File: config.mk
export PLATFORM = sky130hd
export DESIGN_NAME = jddm_csr
export DESIGN_NICKNAME = d
export VERILOG_FILES = /design/src/hw/rtl/jddm_pkg.sv /design/src/hw/rtl/jddm_csr.sv
export SDC_FILE = /design/constraint.sdc
export NUM_CORES = 1
export LEC_CHECK = 0
export ABC_AREA = 1
export BUFFER_PORTS_ARGS = -buffer_cell sky130_fd_sc_hd__buf_2
export CORE_MARGIN = 1.5
export CORE_UTILIZATION = 30
export CTS_BUF_LIST = sky130_fd_sc_hd__clkbuf_4 sky130_fd_sc_hd__clkbuf_8
export CTS_CLUSTER_DIAMETER = 30
export CTS_CLUSTER_SIZE = 24
export DETAILED_ROUTE_END_ITERATION = 10
export PLACE_DENSITY = 0.57
export SLEW_MARGIN = 20
export SYNTH_ARGS = -nofsm -noshare
export SYNTH_HDL_FRONTEND = slang
export SYNTH_SLANG_ARGS = --single-unit
File: constraint.sdc
create_clock -name clock -period 1.2 [get_ports clock]
set_input_delay 0.18 -clock clock [delete_from_list [all_inputs] [get_ports clock]]
set_output_delay 0.18 -clock clock [all_outputs]
set_load 0.05 [all_outputs]
File: src/hw/rtl/jddm_pkg.sv
// Shared widths, register codes, configuration struct and reset values
// for the joystick differential drive mixer. No dependencies.
`default_nettype none

package jddm_pkg;

   localparam int unsigned AXIS_W     = 16;  // joystick axis and divisor width
   localparam int unsigned DRV_W      = 16;  // signed drive outputs
   localparam int unsigned DMAX_W     = 15;
   localparam int unsigned THR_W      = 15;
   localparam int unsigned PROD_W     = 31;  // 16 x 15 products
   localparam int unsigned DIVD_W     = 32;  // divider dividend
   localparam int unsigned QUO_W      = 17;  // divider quotient, saturating
   localparam int unsigned FRAC_W     = 15;  // Q1.15 steering
   localparam int unsigned CSR_IDX_W  = 2;
   localparam int unsigned CSR_DATA_W = 16;

   typedef enum logic [CSR_IDX_W-1:0] {
      CSR_AXIS_CENTRE,
      CSR_DRIVE_MAX,
      CSR_DRIVE_MIN,
      CSR_SPIN_THR
   } csr_idx_type;

   typedef struct packed {
      logic [AXIS_W-1:0]        centre;     // zero already mapped to one
      logic [DMAX_W-1:0]        drive_max;
      logic signed [DRV_W-1:0]  drive_min;
      logic [THR_W-1:0]         spin_thr;
   } cfg_type;

   localparam logic [AXIS_W-1:0]       CENTRE_RST    = 16'd32767;
   localparam logic [DMAX_W-1:0]       DRIVE_MAX_RST = 15'd1000;
   localparam logic signed [DRV_W-1:0] DRIVE_MIN_RST = -16'sd1000;
   localparam logic [THR_W-1:0]        SPIN_THR_RST  = 15'd100;

endpackage

`default_nettype wire

File: src/hw/rtl/jddm_csr.sv
// Configuration registers of the drive mixer, written through the csr channel.
// Depends on jddm_pkg.
`default_nettype none

module jddm_csr (
   input  wire logic                                  clock,
   input  wire logic                                  reset,
   input  wire logic                                  csr_valid,
   output      logic                                  csr_ready,
   input  wire logic [jddm_pkg::CSR_IDX_W-1:0]        csr_index,
   input  wire logic [jddm_pkg::CSR_DATA_W-1:0]       csr_wdata,
   output      jddm_pkg::cfg_type                     cfg
);

   logic [jddm_pkg::AXIS_W-1:0]       centre_ff,    centre_in;
   logic [jddm_pkg::DMAX_W-1:0]       drive_max_ff, drive_max_in;
   logic signed [jddm_pkg::DRV_W-1:0] drive_min_ff, drive_min_in;
   logic [jddm_pkg::THR_W-1:0]        spin_thr_ff,  spin_thr_in;
   jddm_pkg::csr_idx_type             idx;

   assign csr_ready = 1'b1;
   assign idx       = jddm_pkg::csr_idx_type'(csr_index);

   always_comb begin
      centre_in    = centre_ff;
      drive_max_in = drive_max_ff;
      drive_min_in = drive_min_ff;
      spin_thr_in  = spin_thr_ff;
      if (csr_valid && csr_ready) begin
         unique case (idx)
            jddm_pkg::CSR_AXIS_CENTRE: centre_in    = csr_wdata;
            jddm_pkg::CSR_DRIVE_MAX:   drive_max_in = csr_wdata[jddm_pkg::DMAX_W-1:0];
            jddm_pkg::CSR_DRIVE_MIN:   drive_min_in = signed'(csr_wdata);
            jddm_pkg::CSR_SPIN_THR:    spin_thr_in  = csr_wdata[jddm_pkg::THR_W-1:0];
         endcase
      end
   end

   always_ff @(posedge clock) begin
      if (reset) begin
         centre_ff    <= jddm_pkg::CENTRE_RST;
         drive_max_ff <= jddm_pkg::DRIVE_MAX_RST;
         drive_min_ff <= jddm_pkg::DRIVE_MIN_RST;
         spin_thr_ff  <= jddm_pkg::SPIN_THR_RST;
      end else begin
         centre_ff    <= centre_in;
         drive_max_ff <= drive_max_in;
         drive_min_ff <= drive_min_in;
         spin_thr_ff  <= spin_thr_in;
      end
   end

   // a centre of zero divides as one
   assign cfg.centre    = (centre_ff == '0) ? jddm_pkg::AXIS_W'(1) : centre_ff;
   assign cfg.drive_max = drive_max_ff;
   assign cfg.drive_min = drive_min_ff;
   assign cfg.spin_thr  = spin_thr_ff;

endmodule

`default_nettype wire

==> flow_summary.yaml, run 1 <==
status:
  outcome: "finished, violations left"
  violations: "negative setup slack"
placement:
  gp_congestion: 0.757
  portBuffers: 82
  dp_hpwl_um: 5000
synthesis:
  ys_types: 20
  synth_seq_cells: 62
  async_flop_share_pct: 0
  synth_edf_count: 0
  syn_nets: 333
  synth_area_leader_cell: "dfxtp_1"
  ys_top_cells_by_count: "nand2_1, dfxtp_1, nor2_1, nand3_1, clkbuf_1"
  syn_avg_cell_area_sq_um: 7.60
  syn_area_sq_um: 2370
  synthCells: 312
  ys.flop_type: "dfxtp_1"
  yosysMostFrequentCell: "nand2_1"
  synth.top_cell.area_share_pct: 52.4
  yosys_warnings: 0
  yosysSeqAreaShare_pct: 52.4
  synth_area_leaders: "dfxtp_1, nand2_1, nor2_1, nand3_1, o21ai_0"
power_and_ir_drop:
  total_power_mw: 4.83
  p_per_area_nw_per_um2: 1570
  ir_drop_mv: 0.604
  p_leak_nw: 1.48
global_route:
  grt_first_pass_wirelength_um: 10800
  overflow: 0
  grt_pass1_vias: 2023
  grt_max_degree: 30
  grt_usage_pct: 16.9
  antenna_found_initial: 0
drt:
  met3_length_um: 553
  first_pass_iters: 4
  drc_errors: 0
  wire_per_inst_um: 14.4
  routed_wl_um: 7070
  vias: 2308
  ant_nets: 0
  top_layer_used: "met4"
  avgViaCountPerCell: 4.70
  first_iter_violations: 117
  route.met2.wl_um: 3120
  wl_met1_um: 3280
final_layout:
  final_net_count: 406
  final_layout_size_suffix_gt1_share_pct: 33.7
  areaGrowthSynthToFinish_pct: 29.7
  antenna_cells: 0
die:
  core_sq_um: 7690
  dieHeight_um: 91.9
  ios: 84
  die_area_sq_um: 8440
  initial_utilization_pct: 30.8
  rows: 32
  fp.dieW_um: 91.9
timing:
  finalSetupTns_ns: -0.191
  fin_skew_ns: 0
  fin_crit_ns: 1.39
  finalHoldViolations: 0
  min_period_over_period_pct: 116
  rsz0062_at_grt: "true"
  fin_ws_ns: -0.191
  finalSetupViolCount: 1
  drv_slew: 0
  fmaxAchievable_ghz: 0.719
worst_hold_path:
  hp-class: "in -> reg"
worst_setup_path:
  critPathRequiredTime_ns: 1.02
  cp_cell_sequence: "nor2_2 -> nand2_1 -> nor2_1 -> nand2_1 -> nand2_1 -> buf_6"
  start_kind: "flop"
  endpoint_kind: "primary output"
  cp_max_fo: 3
  critPathMostFrequentCell: "nand2_1"
  critPathArrivalTime_ns: 1.21
  crit_path_top_delay_cell: "dfxtp_2"
  critPathKind: "reg -> out"
  crit_path_max_incr_delay_ns: 0.33
cts:
  cts_hold_buffers: 0
  cts_buffers: 9
  clock_path_buffers: 2
  htreeDepth: 3
  insertion_delay_ns: 0.33
  clkSinkCount: 62
  cts-root-buf: "clkbuf_8"
  cts_tree: "done"
  clk_pin_slew_ns: 0.07
run:
  max-cap-violations: 0
-- metrics by stage --
stage / worst slack (ns) / cells / hold slack, ns / area, sq um / utilization (%)
2_1_floorplan: 0.107 / 312 / 0.293 / 2370 / -
3_3_place_gp: 0.0743 / 474 / 0.421 / 2840 / 36.9
3_5_place_dp: 0.0711 / 474 / 0.420 / 2840 / 36.9
4_1_cts: -0.212 / 490 / 0.0662 / 3050 / 39.6
5_1_grt: -0.295 / 491 / 0.0832 / 3070 / 40.0
6_report: -0.191 / 491 / 0.0720 / 3070 / 40.0
-- kinds of logic (layout without fill, tap and decap cells) --
kind of cell           count (synthesis)  count (layout)  synth area share, %
buffers and inverters                 41             118                 8.45
AND/OR/NAND/NOR                      178             178                 32.7
flip-flops                            62              62                 52.4
AO/OA/AOI/OAI                         30              30                 6.34
other                                  1               1                0.158
-- registers in the layout, summed over array words and instances (netlist names) --
name,flops
centre_ff,16
drive_max_ff,15
drive_min_ff,16
spin_thr_ff,15
-- final timing paths --
check                                                    from                       endpoint  slack, ns  cells after the start
worst min-delay path                            csr_wdata[15]  drive_min_ff[15]$_SDFFE_PP1P_       0.07                      3
worst min register to register  drive_min_ff[11]$_SDFFE_PP1P_  drive_min_ff[11]$_SDFFE_PP1P_       0.45                      2
worst max-delay path               centre_ff[11]$_SDFFE_PP1P_                        cfg[46]      -0.19                      6
worst max register to register      centre_ff[7]$_SDFFE_PP1P_      centre_ff[7]$_SDFFE_PP1P_       0.51                      3
-- worst max-delay path, delay by kind of cell (launching register included) --
family        cells  cell delay [ns]
simple gates      5             0.39
buf+inv           1             0.15
flops             1             0.33
-- where the power goes --
group | internal (mW) | switching [mW] | total (mW)
clock | 0.989 | 0.778 | 1.77
combinational | 0.203 | 0.632 | 0.835
sequential | 2.16 | 0.0604 | 2.22
-- cell type report --
cell class                      count  area, sq um
Clock buffer                       10          138
Inverter                            7         26.3
Clock inverter                      5         50.0
Fill cell                         843         4610
Multi-Input combinational cell    209          936
Sequential cell                    62         1250
Tap cell                          102          128
Timing Repair Buffer               96          549
-- per-layer routing --
metal	track usage, %	vias up
met1	23.8	1062
li1	-	1142
met3	4.56	10
met5	0	-
met4	7.95	0
met2	23.6	94
-- placed cells by master, fill, tap and decap left out --
master | Yosys | final
nand3_2 | 1 | 1
nand4_1 | 15 | 15
clkbuf_8 | 0 | 10
o21ai_1 | 2 | 2
conb_1 | 1 | 1
nor2_4 | 2 | 2
nor2_2 | 1 | 4
dfxtp_2 | 0 | 5
inv_2 | 6 | 6
dfxtp_1 | 62 | 57
inv_1 | 1 | 1
nand2_2 | 2 | 2
clkinv_2 | 0 | 4
nand3_1 | 32 | 32
buf_4 | 5 | 15
buf_2 | 4 | 75
buf_12 | 0 | 1
clkbuf_4 | 0 | 4
nand2_1 | 73 | 73
buf_6 | 3 | 1
nor2_1 | 52 | 49
bufinv_16 | 0 | 1
a21oi_1 | 9 | 9
o21ai_0 | 19 | 19
-- timing repair --
action,in CTS,in global routing
setup endpoints to repair,1,5
cloned,0,0
setup buffers,1,1
pin swaps,2,3
gates resized for setup,6,11
No activity file was read; power rests on OpenSTA's default activity.
==> run 2: changes to the inputs <==
CAP_MARGIN = 20   (was not set)
CORE_MARGIN = not set   (was 1.5)
==> run 2 against run 1 <==
  * The flow still finishes with violations (negative setup slack)
  * Non-clock buffer count shrank 1
  * Critical path depth is the same
  * Hold slack lost 0.00097 ns
  * Combinational power shrank 0.7%
  * Register-to-register slack gained 0.03 ns
  * Critical path type unchanged
==> flow_summary.yaml, run 2 (synthesis gave the netlist of run 1 again) <==
timing:
  fmaxAchievable_ghz: 0.718
  fin_crit_ns: 1.39
  finalHoldViolations: 0
  rsz0062_at_grt: "true"
  min_period_over_period_pct: 116
  drv_slew: 0
  holdWs_ns: 0.0710
  fin_ws_ns: -0.192
  finalSetupViolCount: 1
  fin_skew_ns: 0
die:
  dieHeight_um: 90.9
  die_area_sq_um: 8260
  ios: 84
  core_sq_um: 7690
  fp.dieW_um: 90.9
  initial_utilization_pct: 30.8
  rows: 32
cts:
  htreeDepth: 3
  cts_tree: "done"
  clk_pin_slew_ns: 0.07
  insertion_delay_ns: 0.33
  cts-root-buf: "clkbuf_8"
  post_cts_buffers: 0
  clock_path_buffers: 2
  cts_buffers: 9
  clkSinkCount: 62
worst_hold_path:
  hp-class: "in -> reg"
  hold_depth: 3
final_layout:
  final_util_pct: 40.4
  reg_top3: "centre_ff x16, drive_min_ff x16"
  final_net_count: 405
  fillers: 849
  final_cell_mix: "buf_2, nand2_1, dfxtp_1, nor2_1, nand3_1"
  areaGrowthSynthToFinish_pct: 31.2
  final_layout_size_suffix_gt1_share_pct: 33.7
  fin_cells: 491
  antenna_cells: 0
  final_common_cell: "buf_2"
worst_setup_path:
  cp_max_fo: 3
  rr_worst_depth: 2
  start_kind: "flop"
  critPathRequiredTime_ns: 1.02
  endpoint_kind: "primary output"
  critPathArrivalTime_ns: 1.21
  critPathKind: "reg -> out"
drt:
  first_pass_iters: 4
  vias: 2294
  ant_nets: 0
  routed_wl_um: 7050
  avgViaCountPerCell: 4.67
  drc_errors: 0
  wire_per_inst_um: 14.4
  first_iter_violations: 90
status:
  outcome: "finished, violations left"
  violations: "negative setup slack"
global_route:
  grt_max_degree: 30
  grt_pass1_vias: 2072
  antenna_found_initial: 0
  grt_first_pass_wirelength_um: 10900
  overflow: 0
  grt_usage_pct: 17.4
run:
  max-cap-violations: 0
placement:
  dpl_worst_slack_ns: 0.0575
  dp.cells: 475
  dp_hpwl_um: 5050
  portBuffers: 82
  gp_congestion: 0.725
power_and_ir_drop:
  ir_drop_mv: 0.804
  p_per_area_nw_per_um2: 1670
  total_power_mw: 5.20
  p_leak_nw: 1.49
run 2: path summary, 6_finish.rpt:
path                                      start                             to  slack (ns)
setup / recovery      centre_ff[6]$_SDFFE_PP1P_                        cfg[46]       -0.19
hold / removal                    csr_wdata[15]  drive_min_ff[15]$_SDFFE_PP1P_        0.07
setup reg to reg   drive_min_ff[0]$_SDFFE_PP0P_   drive_min_ff[0]$_SDFFE_PP0P_        0.54
hold reg to reg   drive_min_ff[10]$_SDFFE_PP1P_  drive_min_ff[10]$_SDFFE_PP1P_        0.46
run 2: area by class of cell:
class                   count  area (sq um)  share of cell area, %
clock buffers              13           173                   5.56
flip-flops and latches     62          1250                   40.2
multi-input cells         209           933                   30.0
repair buffers             95           534                   17.2
well taps                 102           128                   4.11
inverters                   7          26.3                  0.845
clock inverters             3          65.1                   2.09
run 2: through the flow:
step / area (sq um) / setup TNS [ns]
floorplan: 2370 / 0
CTS: 3090 / -0.218
finish: 3110 / -0.192
global route: 3110 / -0.298
detailed placement: 2840 / 0
global placement: 2840 / 0
run 2: timing repair:
action                                  in CTS  in global routing
endpoints found under the setup margin       1                  7
hold buffers                                 0                  0
resized for setup                            5                  8
pin swaps                                    0                  3
run 2: per-layer routing:
layer	global-route usage (%)	vias up	part of all wire, %
li1	-	1142	-
met1	23.3	1071	49
met2	26.4	72	45
met3	4.29	9	4.7
met4	7.67	0	2.0
met5	0	-	0
run 2: critical path, cell delays in order, from the launching register on:
cell	delay [ns]
dfxtp_2	0.33
nor2_1	0.11
nand2_1	0.07
nor2_1	0.09
nand2_1	0.05
nand2_1	0.07
buf_6	0.15
run 2: report_power, final:
group / internal (mW) / switching (mW) / leakage [nW]
Combinational: 0.198 / 0.632 / 0.860
Clock: 1.36 / 0.782 / 0.123
Sequential: 2.16 / 0.0613 / 0.506
