--- config.mk ---
export PLATFORM = sky130hd
export DESIGN_NAME = jddm_div
export DESIGN_NICKNAME = d
export VERILOG_FILES = /design/src/hw/rtl/jddm_pkg.sv /design/src/hw/rtl/jddm_div.sv
export SDC_FILE = /design/constraint.sdc
export NUM_CORES = 1
export LEC_CHECK = 0
export ABC_AREA = 1
export BUFFER_PORTS_ARGS = -buffer_cell sky130_fd_sc_hd__clkbuf_2
export CORE_ASPECT_RATIO = 2
export CORE_MARGIN = 4
export CORE_UTILIZATION = 53
export DETAILED_ROUTE_END_ITERATION = 8
export PLACE_DENSITY = 0.69
export SLEW_MARGIN = 20
export SYNTH_ARGS = -nofsm -noshare
export SYNTH_HDL_FRONTEND = slang
export SYNTH_SLANG_ARGS = --single-unit
--- constraint.sdc ---
create_clock -name clock -period 3.15 [get_ports clock]
set_clock_uncertainty 0.1 [all_clocks]
set_input_delay 0.4725 -clock clock [delete_from_list [all_inputs] [get_ports clock]]
set_output_delay 0.4725 -clock clock [all_outputs]
set_load 0.02 [all_outputs]
--- src/hw/rtl/jddm_pkg.sv ---
// Shared widths, register codes, configuration struct and reset values
// for the joystick differential drive mixer. No dependencies.
`default_nettype none

package jddm_pkg;

   localparam int unsigned AXIS_W     = 16;  // joystick axis and divisor width
   localparam int unsigned DRV_W      = 16;  // signed drive outputs
   localparam int unsigned DMAX_W     = 15;
   localparam int unsigned THR_W      = 15;
   localparam int unsigned PROD_W     = 31;  // 16 x 15 products
   localparam int unsigned DIVD_W     = 32;  // divider dividend
   localparam int unsigned QUO_W      = 17;  // divider quotient, saturating
   localparam int unsigned FRAC_W     = 15;  // Q1.15 steering
   localparam int unsigned CSR_IDX_W  = 2;
   localparam int unsigned CSR_DATA_W = 16;

   typedef enum logic [CSR_IDX_W-1:0] {
      CSR_AXIS_CENTRE,
      CSR_DRIVE_MAX,
      CSR_DRIVE_MIN,
      CSR_SPIN_THR
   } csr_idx_type;

   typedef struct packed {
      logic [AXIS_W-1:0]        centre;     // zero already mapped to one
      logic [DMAX_W-1:0]        drive_max;
      logic signed [DRV_W-1:0]  drive_min;
      logic [THR_W-1:0]         spin_thr;
   } cfg_type;

   localparam logic [AXIS_W-1:0]       CENTRE_RST    = 16'd32767;
   localparam logic [DMAX_W-1:0]       DRIVE_MAX_RST = 15'd1000;
   localparam logic signed [DRV_W-1:0] DRIVE_MIN_RST = -16'sd1000;
   localparam logic [THR_W-1:0]        SPIN_THR_RST  = 15'd100;

endpackage

`default_nettype wire

--- src/hw/rtl/jddm_div.sv ---
// Pipelined restoring divider, one quotient bit per stage, with saturation flag.
// Lanes share the divisor; a side word travels with valid. Depends on jddm_pkg.
`default_nettype none

module jddm_div #(
   parameter int LANES  = 1,
   parameter int SIDE_W = 1
) (
   input  wire logic                                          clock,
   input  wire logic                                          reset,
   input  wire logic                                          in_valid,
   input  wire logic [LANES-1:0][jddm_pkg::DIVD_W-1:0]        in_dividend,
   input  wire logic [jddm_pkg::AXIS_W-1:0]                   divisor,
   input  wire logic [SIDE_W-1:0]                             in_side,
   output      logic                                          out_valid,
   output      logic [LANES-1:0][jddm_pkg::QUO_W-1:0]         out_quotient,
   output      logic [LANES-1:0]                              out_over,
   output      logic [SIDE_W-1:0]                             out_side
);

   localparam int QW    = jddm_pkg::QUO_W;
   localparam int DW    = jddm_pkg::DIVD_W;
   localparam int REM_W = jddm_pkg::AXIS_W;

   logic                            valid_ff [0:QW];
   logic                            valid_in [0:QW];
   logic [SIDE_W-1:0]               side_ff  [0:QW];
   logic [SIDE_W-1:0]               side_in  [0:QW];
   logic [LANES-1:0]                over_ff  [0:QW];
   logic [LANES-1:0]                over_in  [0:QW];
   logic [LANES-1:0][REM_W-1:0]     rem_ff   [0:QW];
   logic [LANES-1:0][REM_W-1:0]     rem_in   [0:QW];
   logic [LANES-1:0][QW-1:0]        low_ff   [0:QW];
   logic [LANES-1:0][QW-1:0]        low_in   [0:QW];
   logic [LANES-1:0][QW-1:0]        quo_ff   [0:QW];
   logic [LANES-1:0][QW-1:0]        quo_in   [0:QW];

   always_comb begin
      logic [REM_W:0] trial;
      logic [REM_W:0] diff;
      logic           ge;

      // entry: quotient of 2^QW or more is flagged as overflow
      valid_in[0] = in_valid;
      side_in[0]  = in_side;
      for (int l = 0; l < LANES; l++) begin
         over_in[0][l] = REM_W'(in_dividend[l][DW-1:QW]) >= divisor;
         rem_in[0][l]  = REM_W'(in_dividend[l][DW-1:QW]);
         low_in[0][l]  = in_dividend[l][QW-1:0];
         quo_in[0][l]  = '0;
      end

      for (int k = 0; k < QW; k++) begin
         valid_in[k+1] = valid_ff[k];
         side_in[k+1]  = side_ff[k];
         for (int l = 0; l < LANES; l++) begin
            trial            = {rem_ff[k][l], low_ff[k][l][QW-1-k]};
            diff             = trial - {1'b0, divisor};
            ge               = trial >= {1'b0, divisor};
            rem_in[k+1][l]   = ge ? diff[REM_W-1:0] : trial[REM_W-1:0];
            quo_in[k+1][l]   = {quo_ff[k][l][QW-2:0], ge};
            low_in[k+1][l]   = low_ff[k][l];
            over_in[k+1][l]  = over_ff[k][l];
         end
      end
   end

   always_ff @(posedge clock) begin
      if (reset) begin
         for (int k = 0; k <= QW; k++) begin
            valid_ff[k] <= 1'b0;
         end
      end else begin
         valid_ff <= valid_in;
      end
   end

   always_ff @(posedge clock) begin
      side_ff <= side_in;
      over_ff <= over_in;
      rem_ff  <= rem_in;
      low_ff  <= low_in;
      quo_ff  <= quo_in;
   end

   assign out_valid    = valid_ff[QW];
   assign out_side     = side_ff[QW];
   assign out_over     = over_ff[QW];
   assign out_quotient = quo_ff[QW];

endmodule

`default_nettype wire

==> flow_summary.json, run 1 <==
{
  "syn-instance-count": 4940,
  "fp.dieH_um": 369,
  "critPathMaxStageDelay_ns": 0.48,
  "portBuffers": 71,
  "slew_headroom": 0.553,
  "remaining_antenna_violation_count_after_routing": 0,
  "synth_seq_cells": 631,
  "fp.dieW_um": 188,
  "power.share.sequential": 0.305,
  "synth_enable_flop_cells": 0,
  "timing.final.hold_violations": 0,
  "fin_crit_sh": 0.733,
  "post_synth_main_area_contributors": "sky130_fd_sc_hd__dfxtp_1, sky130_fd_sc_hd__nand2_1, sky130_fd_sc_hd__ha_1",
  "grt_max_degree": 25,
  "clock_insertion_delay_worst_skew_ns": 0.64,
  "finalWeightedCongestion": 1.01,
  "finalNetCount": 5435,
  "synth_top_cell_area_share": 0.366,
  "io_pins": 72,
  "crit_buf_inv": 5,
  "worst_pin_slew_ns": 0.669,
  "core_region_area_um2": 64600,
  "cts_buf_count": 56,
  "cts_setup_buffers": 0,
  "finalNonFillerCells": 5996,
  "total_number_of_yosys_warnings": 0,
  "post_drt_wl_per_cell_um": 17.1,
  "clkSinkCount": 631,
  "critical_path.startpoint_type": "input port",
  "postSynthNetCount": 5295,
  "slowest_stage": "sky130_fd_sc_hd__inv_1",
  "rows": 132,
  "p_per_area_nw_per_um2": 1090,
  "worstPathArrival_ns": 2.75,
  "timing.critical_path.to_type": "flop",
  "number_of_detailed_route_iterations_in_the_first_pass": 7,
  "layout-drive-gt1-share": 0.0820,
  "unrepaired_setup_endpoints_after_global_routing": "no",
  "critical_path_peak_fanout": 24,
  "seq_area_frac_synth": 0.366,
  "flow.area_growth_from_synthesis_pct": 10.9,
  "grt_first_pass_wirelength_mm": 158,
  "syn-cell-area_um2": 34500,
  "totalWireLength_mm": 103,
  "synth.top_cells.by_count": "sky130_fd_sc_hd__nand2_1, sky130_fd_sc_hd__inv_1, sky130_fd_sc_hd__dfxtp_1, sky130_fd_sc_hd__nand3_1, sky130_fd_sc_hd__ha_1",
  "post-synth-top-count-cell": "sky130_fd_sc_hd__nand2_1",
  "grt_pass1_vias": 30800,
  "start_util": 0.534,
  "crit_family": "buffers and inverters",
  "cts_buffer_depth": 3,
  "drcViolationCount": 0,
  "via_count_normalized_by_instance_count": 5.11,
  "finalSetupViolCount": 0,
  "clock-root-buffer": "sky130_fd_sc_hd__clkbuf_16",
  "clkPwrFrac": 0.176,
  "power.static_leakage_nw": 21.5,
  "cts.htree.levels": 2,
  "required_ns": 3.59,
  "final_period_minus_worst_setup_slack_ns": 2.31,
  "timing_worst_setup_path_type": "input port to flop",
  "synthesis.area_per_instance_um2": 6.99,
  "post_synth_num_cell_types": 45,
  "power.ir.vdd_worst_v": 0.000584,
  "max_clock_freq_ghz": 0.433,
  "cts-resized-gates": 0,
  "slew_violations": 0,
  "status": "completed",
  "tritoncts": "built",
  "detailroute.via_count": 30700,
  "grt_overflow_total": 0,
  "synth.largest_area_cell": "sky130_fd_sc_hd__dfxtp_1",
  "dp.final_hpwl_mm": 79.3,
  "path_clk_slew_ns": 0.07,
  "cts_hold_buffers": 34,
  "grt_use_total": 0.290,
  "drtIter0Drc": 1425,
  "synth_top_flop_cell": "sky130_fd_sc_hd__dfxtp_1",
  "p_int_mw": 22.5,
  "floorplan_die_area_um2": 69500,
  "critical_path_cell_sequence": "clkbuf_2 -> inv_1 -> buf_4 -> ha_1 -> nand2_2 -> inv_2 -> nand3_1 -> nor2_1 -> nor2_2 -> nand2_4 -> inv_4 -> nand2_1 -> o21ai_1",
  "post-place-cells": 5859,
  "total_switching_power_mw": 19.4,
  "final.setup.tns_ns": 0,
  "timing.max_cap.violations": 0,
  "worstHoldPathType": "input port to flop",
  "switching_share": 0.462,
  "pwr-share-comb": 0.520,
  "async_s_r_ff_share_synth": 0,
  "initial_antenna_violation_count": 1
}
placed cells by master, fill, tap and decap left out, types with 25 or more instances in the layout:
cell                            synthesis  layout
sky130_fd_sc_hd__a21oi_1              152     152
sky130_fd_sc_hd__buf_4                 30      36
sky130_fd_sc_hd__clkbuf_16              0      57
sky130_fd_sc_hd__clkbuf_2               1      71
sky130_fd_sc_hd__dfxtp_1              631     631
sky130_fd_sc_hd__dlygate4sd3_1          0      34
sky130_fd_sc_hd__ha_1                 287     287
sky130_fd_sc_hd__inv_1                760     760
sky130_fd_sc_hd__inv_2                 31      31
sky130_fd_sc_hd__nand2_1             1869    1869
sky130_fd_sc_hd__nand2_2               61      61
sky130_fd_sc_hd__nand2_4               25      25
sky130_fd_sc_hd__nand3_1              427     427
sky130_fd_sc_hd__nand3b_1              35      35
sky130_fd_sc_hd__nand4_1               74      74
sky130_fd_sc_hd__nor2_1               204     204
sky130_fd_sc_hd__nor3_1                46      46
sky130_fd_sc_hd__xnor2_1               26      26
sky130_fd_sc_hd__xor2_1                75      75
worst reg2reg max path, cell delays in order, from the launching register on:
cell and delay [ns]:
sky130_fd_sc_hd__dfxtp_1 0.48, sky130_fd_sc_hd__ha_1 0.34, sky130_fd_sc_hd__nand2_1 0.12, sky130_fd_sc_hd__inv_1 0.05, sky130_fd_sc_hd__nand2_1 0.08, sky130_fd_sc_hd__nand3_1 0.07, sky130_fd_sc_hd__nand2_1 0.09, sky130_fd_sc_hd__nand3_1 0.14
sky130_fd_sc_hd__nand2_2 0.34, sky130_fd_sc_hd__nand2_4 0.21, sky130_fd_sc_hd__nand2_1 0.13, sky130_fd_sc_hd__nand2_1 0.05
kinds of logic after synthesis:
kind of cell,count (synthesis),synth area share
buffers and inverters,866,0.103
adder cells (fa/ha/maj),303,0.113
AO/OA/AOI/OAI,205,0.0327
AND/OR/NAND/NOR,2834,0.359
XOR/XNOR,101,0.0256
flip-flops,631,0.366
power by group through the flow:
stage,clock network (mW),registers [mW],logic (mW)
after floorplan,0,11.8,16.9
after global placement,0,12.9,21.3
after detailed placement,0,12.9,21.5
after CTS,7.53,12.8,21.6
after global routing,7.83,12.9,24.6
final,7.35,12.8,21.8
final timing paths:
path / start / end / cells past startpoint / slack, ns
worst max-delay path: divisor[12] / rem_ff[263] / 13 / 0.84
worst min-delay path: reset / valid_ff[7] / 2 / 0.13
worst max register to register: rem_ff[51] / rem_ff[45] / 11 / 0.84
worst min register to register: quo_ff[95] / quo_ff[79] / 0 / 0.22
sequential cells by signal, indices dropped and copies added (netlist names):
| name | flops |
|---|---|
| out_quotient | 17 |
| valid_ff | 17 |
| quo_ff | 136 |
| rem_ff | 271 |
| out_valid | 1 |
| side_ff | 17 |
| over_ff | 17 |
| low_ff | 153 |
| out_over | 1 |
| out_side | 1 |
metrics by stage:
stage	area [um2]	power [mW]	util	setup slack, ns	hold slack, ns
final	38300	41.9	0.593	0.842	0.131
after global routing	38300	45.3	0.593	0.714	0.141
after CTS	38300	41.9	0.593	0.883	0.112
after detailed placement	35900	34.4	0.557	0.206	0.212
after global placement	35900	34.2	0.557	0.233	0.210
after floorplan	34500	28.7	-	0.844	0.210
routing by layer:
layer,up-vias,part of all wire,wire length (um),GRT usage
met3,501,0.040,4100,0.0348
met2,897,0.52,53700,0.559
met4,0,0.12,11900,0.266
li1,15600,-,-,-
met1,13600,0.32,33000,0.254
met5,-,0,0,0
cell type report:
cell class | count | area [um2]
Antenna cell | 1 | 2.50
Fill cell | 6235 | 26300
Inverter | 792 | 2980
Timing Repair Buffer | 156 | 1270
Multi-Input combinational cell | 3443 | 18300
Tap cell | 871 | 1090
Sequential cell | 631 | 12600
Clock inverter | 36 | 464
Clock buffer | 66 | 1510
Note: power is estimated with default switching activity, not from simulation.
==> run 2, diff against run 1 <==
Settings changed: ABC_AREA 1 to 0, PLACE_DENSITY 0.69 to 0.72.
Clock period 3.15 ns to 1.88 ns, I/O delays scaled along.
==> run 2 against run 1 <==
  * Die area fell by 16%
  * Power increased by 130%
  * Critical path type is now flop to flop
  * Worst hold slack got worse by 0.12 ns
  * Register-to-register slack got worse by 1.8 ns
  * Clock power is 67% higher
  * Wire length up 5.3%
  * The flow now finishes with violations (negative setup slack)
  * Via count decreased by 9.0%
  * Highest routed layer unchanged
  * Worst setup slack got worse by 1.8 ns
==> flow_summary.json, run 2 <==
{
  "grt_max_degree": 19,
  "io_pins": 72,
  "dp.final_hpwl_mm": 63.6,
  "critPathMaxStageDelay_ns": 0.36,
  "finalNonFillerCells": 4681,
  "floorplan_die_area_um2": 58200,
  "p_per_area_nw_per_um2": 2100,
  "slew_headroom": 0.600,
  "required_ns": 2.28,
  "grt_first_pass_wirelength_mm": 153,
  "number_of_flip_flops_in_the_largest_register": 271,
  "timing.critical_path.to_type": "flop",
  "syn-instance-count": 2810,
  "worstReg2RegEnd": "rem_ff[99]",
  "remaining_antenna_violation_count_after_routing": 0,
  "drcViolationCount": 0,
  "synth.largest_area_cell": "sky130_fd_sc_hd__dfxtp_1",
  "initial_antenna_violation_count": 0,
  "clkSinkCount": 631,
  "synth.top_cells.by_count": "sky130_fd_sc_hd__dfxtp_1, sky130_fd_sc_hd__ha_1, sky130_fd_sc_hd__nor2_1, sky130_fd_sc_hd__a21oi_1, sky130_fd_sc_hd__mux2_2",
  "synthesis.area_per_instance_um2": 10.2,
  "status": "finished with violations",
  "final_common_cell": "sky130_fd_sc_hd__buf_4",
  "fin_crit_sh": 1.49,
  "grt_pass1_vias": 29500,
  "worst_pin_slew_ns": 0.593,
  "total_power_mw": 94.5,
  "power.ir.vdd_worst_v": 0.00147,
  "nFillCells": 2648,
  "finalSetupViolCount": 274,
  "reg_to_reg_start": "rem_ff[112]",
  "via_count_normalized_by_instance_count": 5.97,
  "timing.max_cap.violations": 0,
  "final_period_minus_worst_setup_slack_ns": 2.80,
  "async_s_r_ff_share_synth": 0,
  "postSynthNetCount": 3165,
  "timing.critical_path.mode_cell": "sky130_fd_sc_hd__buf_12",
  "fp.dieH_um": 337,
  "cts_buf_count": 55,
  "critical_path_cell_sequence": "ha_4 -> nor2b_1 -> o21ai_1 -> a21oi_2 -> nor3_4 -> o2111ai_2 -> nand2_2 -> a21oi_4 -> buf_12 -> buf_12 -> mux2_4",
  "rows": 120,
  "slew_violations": 0,
  "most-common-layout-cells": "sky130_fd_sc_hd__buf_4, sky130_fd_sc_hd__dfxtp_1, sky130_fd_sc_hd__ha_1",
  "grt_use_total": 0.327,
  "post-place-cells": 4315,
  "synth_enable_flop_cells": 0,
  "worst_hold_path.endpoint": "rem_ff[208]",
  "fp.dieW_um": 173,
  "critical_path.startpoint_type": "flop",
  "worstHoldStart": "divisor[0]",
  "largest_registers": "rem_ff x271, low_ff x153, quo_ff x136",
  "path_clk_slew_ns": 0.07,
  "largest-register": "rem_ff",
  "clock_insertion_delay_worst_skew_ns": 0.63,
  "start_util": 0.536,
  "flow.area_growth_from_synthesis_pct": 56.9,
  "unrepaired_setup_endpoints_after_global_routing": "yes",
  "post-synth-top-count-cell": "sky130_fd_sc_hd__dfxtp_1",
  "timing_worst_setup_path_type": "flop to flop",
  "post_synth_main_area_contributors": "sky130_fd_sc_hd__dfxtp_1, sky130_fd_sc_hd__ha_1, sky130_fd_sc_hd__mux2_2",
  "cts.htree.levels": 2,
  "layout-drive-gt1-share": 0.492,
  "finalWeightedCongestion": 0.960,
  "slowest_stage": "sky130_fd_sc_hd__dfxtp_2",
  "power.static_leakage_nw": 20.5,
  "synth_top_cell_area_share": 0.440,
  "total_number_of_yosys_warnings": 0,
  "tritoncts": "built",
  "antenna_diodes": 0,
  "worstHoldPathCells": 3,
  "worstPathArrival_ns": 3.20,
  "totalWireLength_mm": 108,
  "core_region_area_um2": 53600,
  "number_of_detailed_route_iterations_in_the_first_pass": 5,
  "worstHoldPathType": "input port to flop",
  "final_core_utilization": 0.841,
  "clock-root-buffer": "sky130_fd_sc_hd__clkbuf_16",
  "post_synth_num_cell_types": 87,
  "portBuffers": 71,
  "violations_in_the_final_reports": "negative setup slack",
  "drtIter0Drc": 1763,
  "reg2reg_depth": 11,
  "max_clock_freq_ghz": 0.357,
  "synth_top_flop_cell": "sky130_fd_sc_hd__dfxtp_1",
  "grt_overflow_total": 0,
  "timing.final.ws_setup_ns": -0.921,
  "critical_path_peak_fanout": 6,
  "cts_buffer_depth": 3,
  "synth_seq_cells": 631,
  "reg2reg_slack_ns": -0.92,
  "seq_area_frac_synth": 0.440,
  "post_drt_wl_per_cell_um": 23.1,
  "detailroute.via_count": 27900,
  "critPathLaunch": "rem_ff[112]",
  "fin_hold_ws_ns": 0.00843,
  "timing.final.hold_violations": 0,
  "finalNetCount": 4318,
  "syn-cell-area_um2": 28700
}
## run 2: cell families (layout without fill, tap and decap cells)
logic type	Yosys count	in the layout	share of synthesized area
AO/OA/AOI/OAI	691	691	0.161
AND/OR/NAND/NOR	671	671	0.115
XOR/XNOR	158	158	0.0482
adder cells (fa/ha/maj)	303	303	0.136
flip-flops	631	631	0.440
buffers and inverters	171	1371	0.0268
multiplexers	185	185	0.0730
## run 2: metrics by stage
stage	cell area (um2)	setup slack (ns)	TNS, ns
4_1_cts	43600	-0.784	-148.61
2_1_floorplan	29100	-1.02	-219.49
5_1_grt	45100	-1.00	-184.18
3_3_place_gp	36500	-1.30	-294.67
3_5_place_dp	36500	-1.37	-309.54
6_report	45100	-0.921	-163.21
## run 2: worst max-delay path by stage
stage	slack (ns)	end	cells after the start
floorplan	-1.02	rem_ff[39]	11
CTS	-0.78	rem_ff[235]	10
global route	-1.00	rem_ff[99]	11
finish	-0.92	rem_ff[99]	11
detailed placement	-1.37	rem_ff[29]	13
global placement	-1.30	rem_ff[29]	13
## run 2: final cells by class
cell class / instances / area [um2] / share of cell area
Timing Repair Buffer: 1149 / 9850 / 0.219
Clock buffer: 67 / 1480 / 0.0329
Sequential cell: 631 / 12800 / 0.283
Tap cell: 671 / 840 / 0.0186
Inverter: 118 / 504 / 0.0112
Multi-Input combinational cell: 2008 / 19200 / 0.425
Clock inverter: 37 / 460 / 0.0102
## run 2: timing repair
action                                 CTS  global route
gates cloned                            21             1
gates resized for setup                755           280
endpoints found under the hold margin   52             0
setup endpoints to repair              274           274
hold buffers                            37             0
buffers inserted                       170            82
pin swaps                              230           200
## run 2: metal layers
metal	routed length, um	track usage	up-vias
met3	5510	0.0469	801
met2	55000	0.624	1344
met4	13000	0.302	0
li1	-	-	12500
met5	0	0	-
met1	34700	0.293	13300
## run 2: critical path: cells and delay by family (launching register included)
family | cells | cell delay, ns
flip-flops | 1 | 0.36
multiplexers | 1 | 0.30
AO/OA/AOI/OAI | 4 | 0.89
adder cells (fa/ha/maj) | 1 | 0.33
AND/OR/NAND/NOR | 3 | 0.41
buffers and inverters | 2 | 0.27
## run 2: power by group
| group | internal (mW) | leakage [nW] | switching [mW] |
|---|---|---|---|
| combinational | 33.4 | 14.2 | 26.8 |
| clock | 6.72 | 0.927 | 5.56 |
| sequential | 18.5 | 5.32 | 3.48 |
| total | 58.6 | 20.5 | 35.9 |
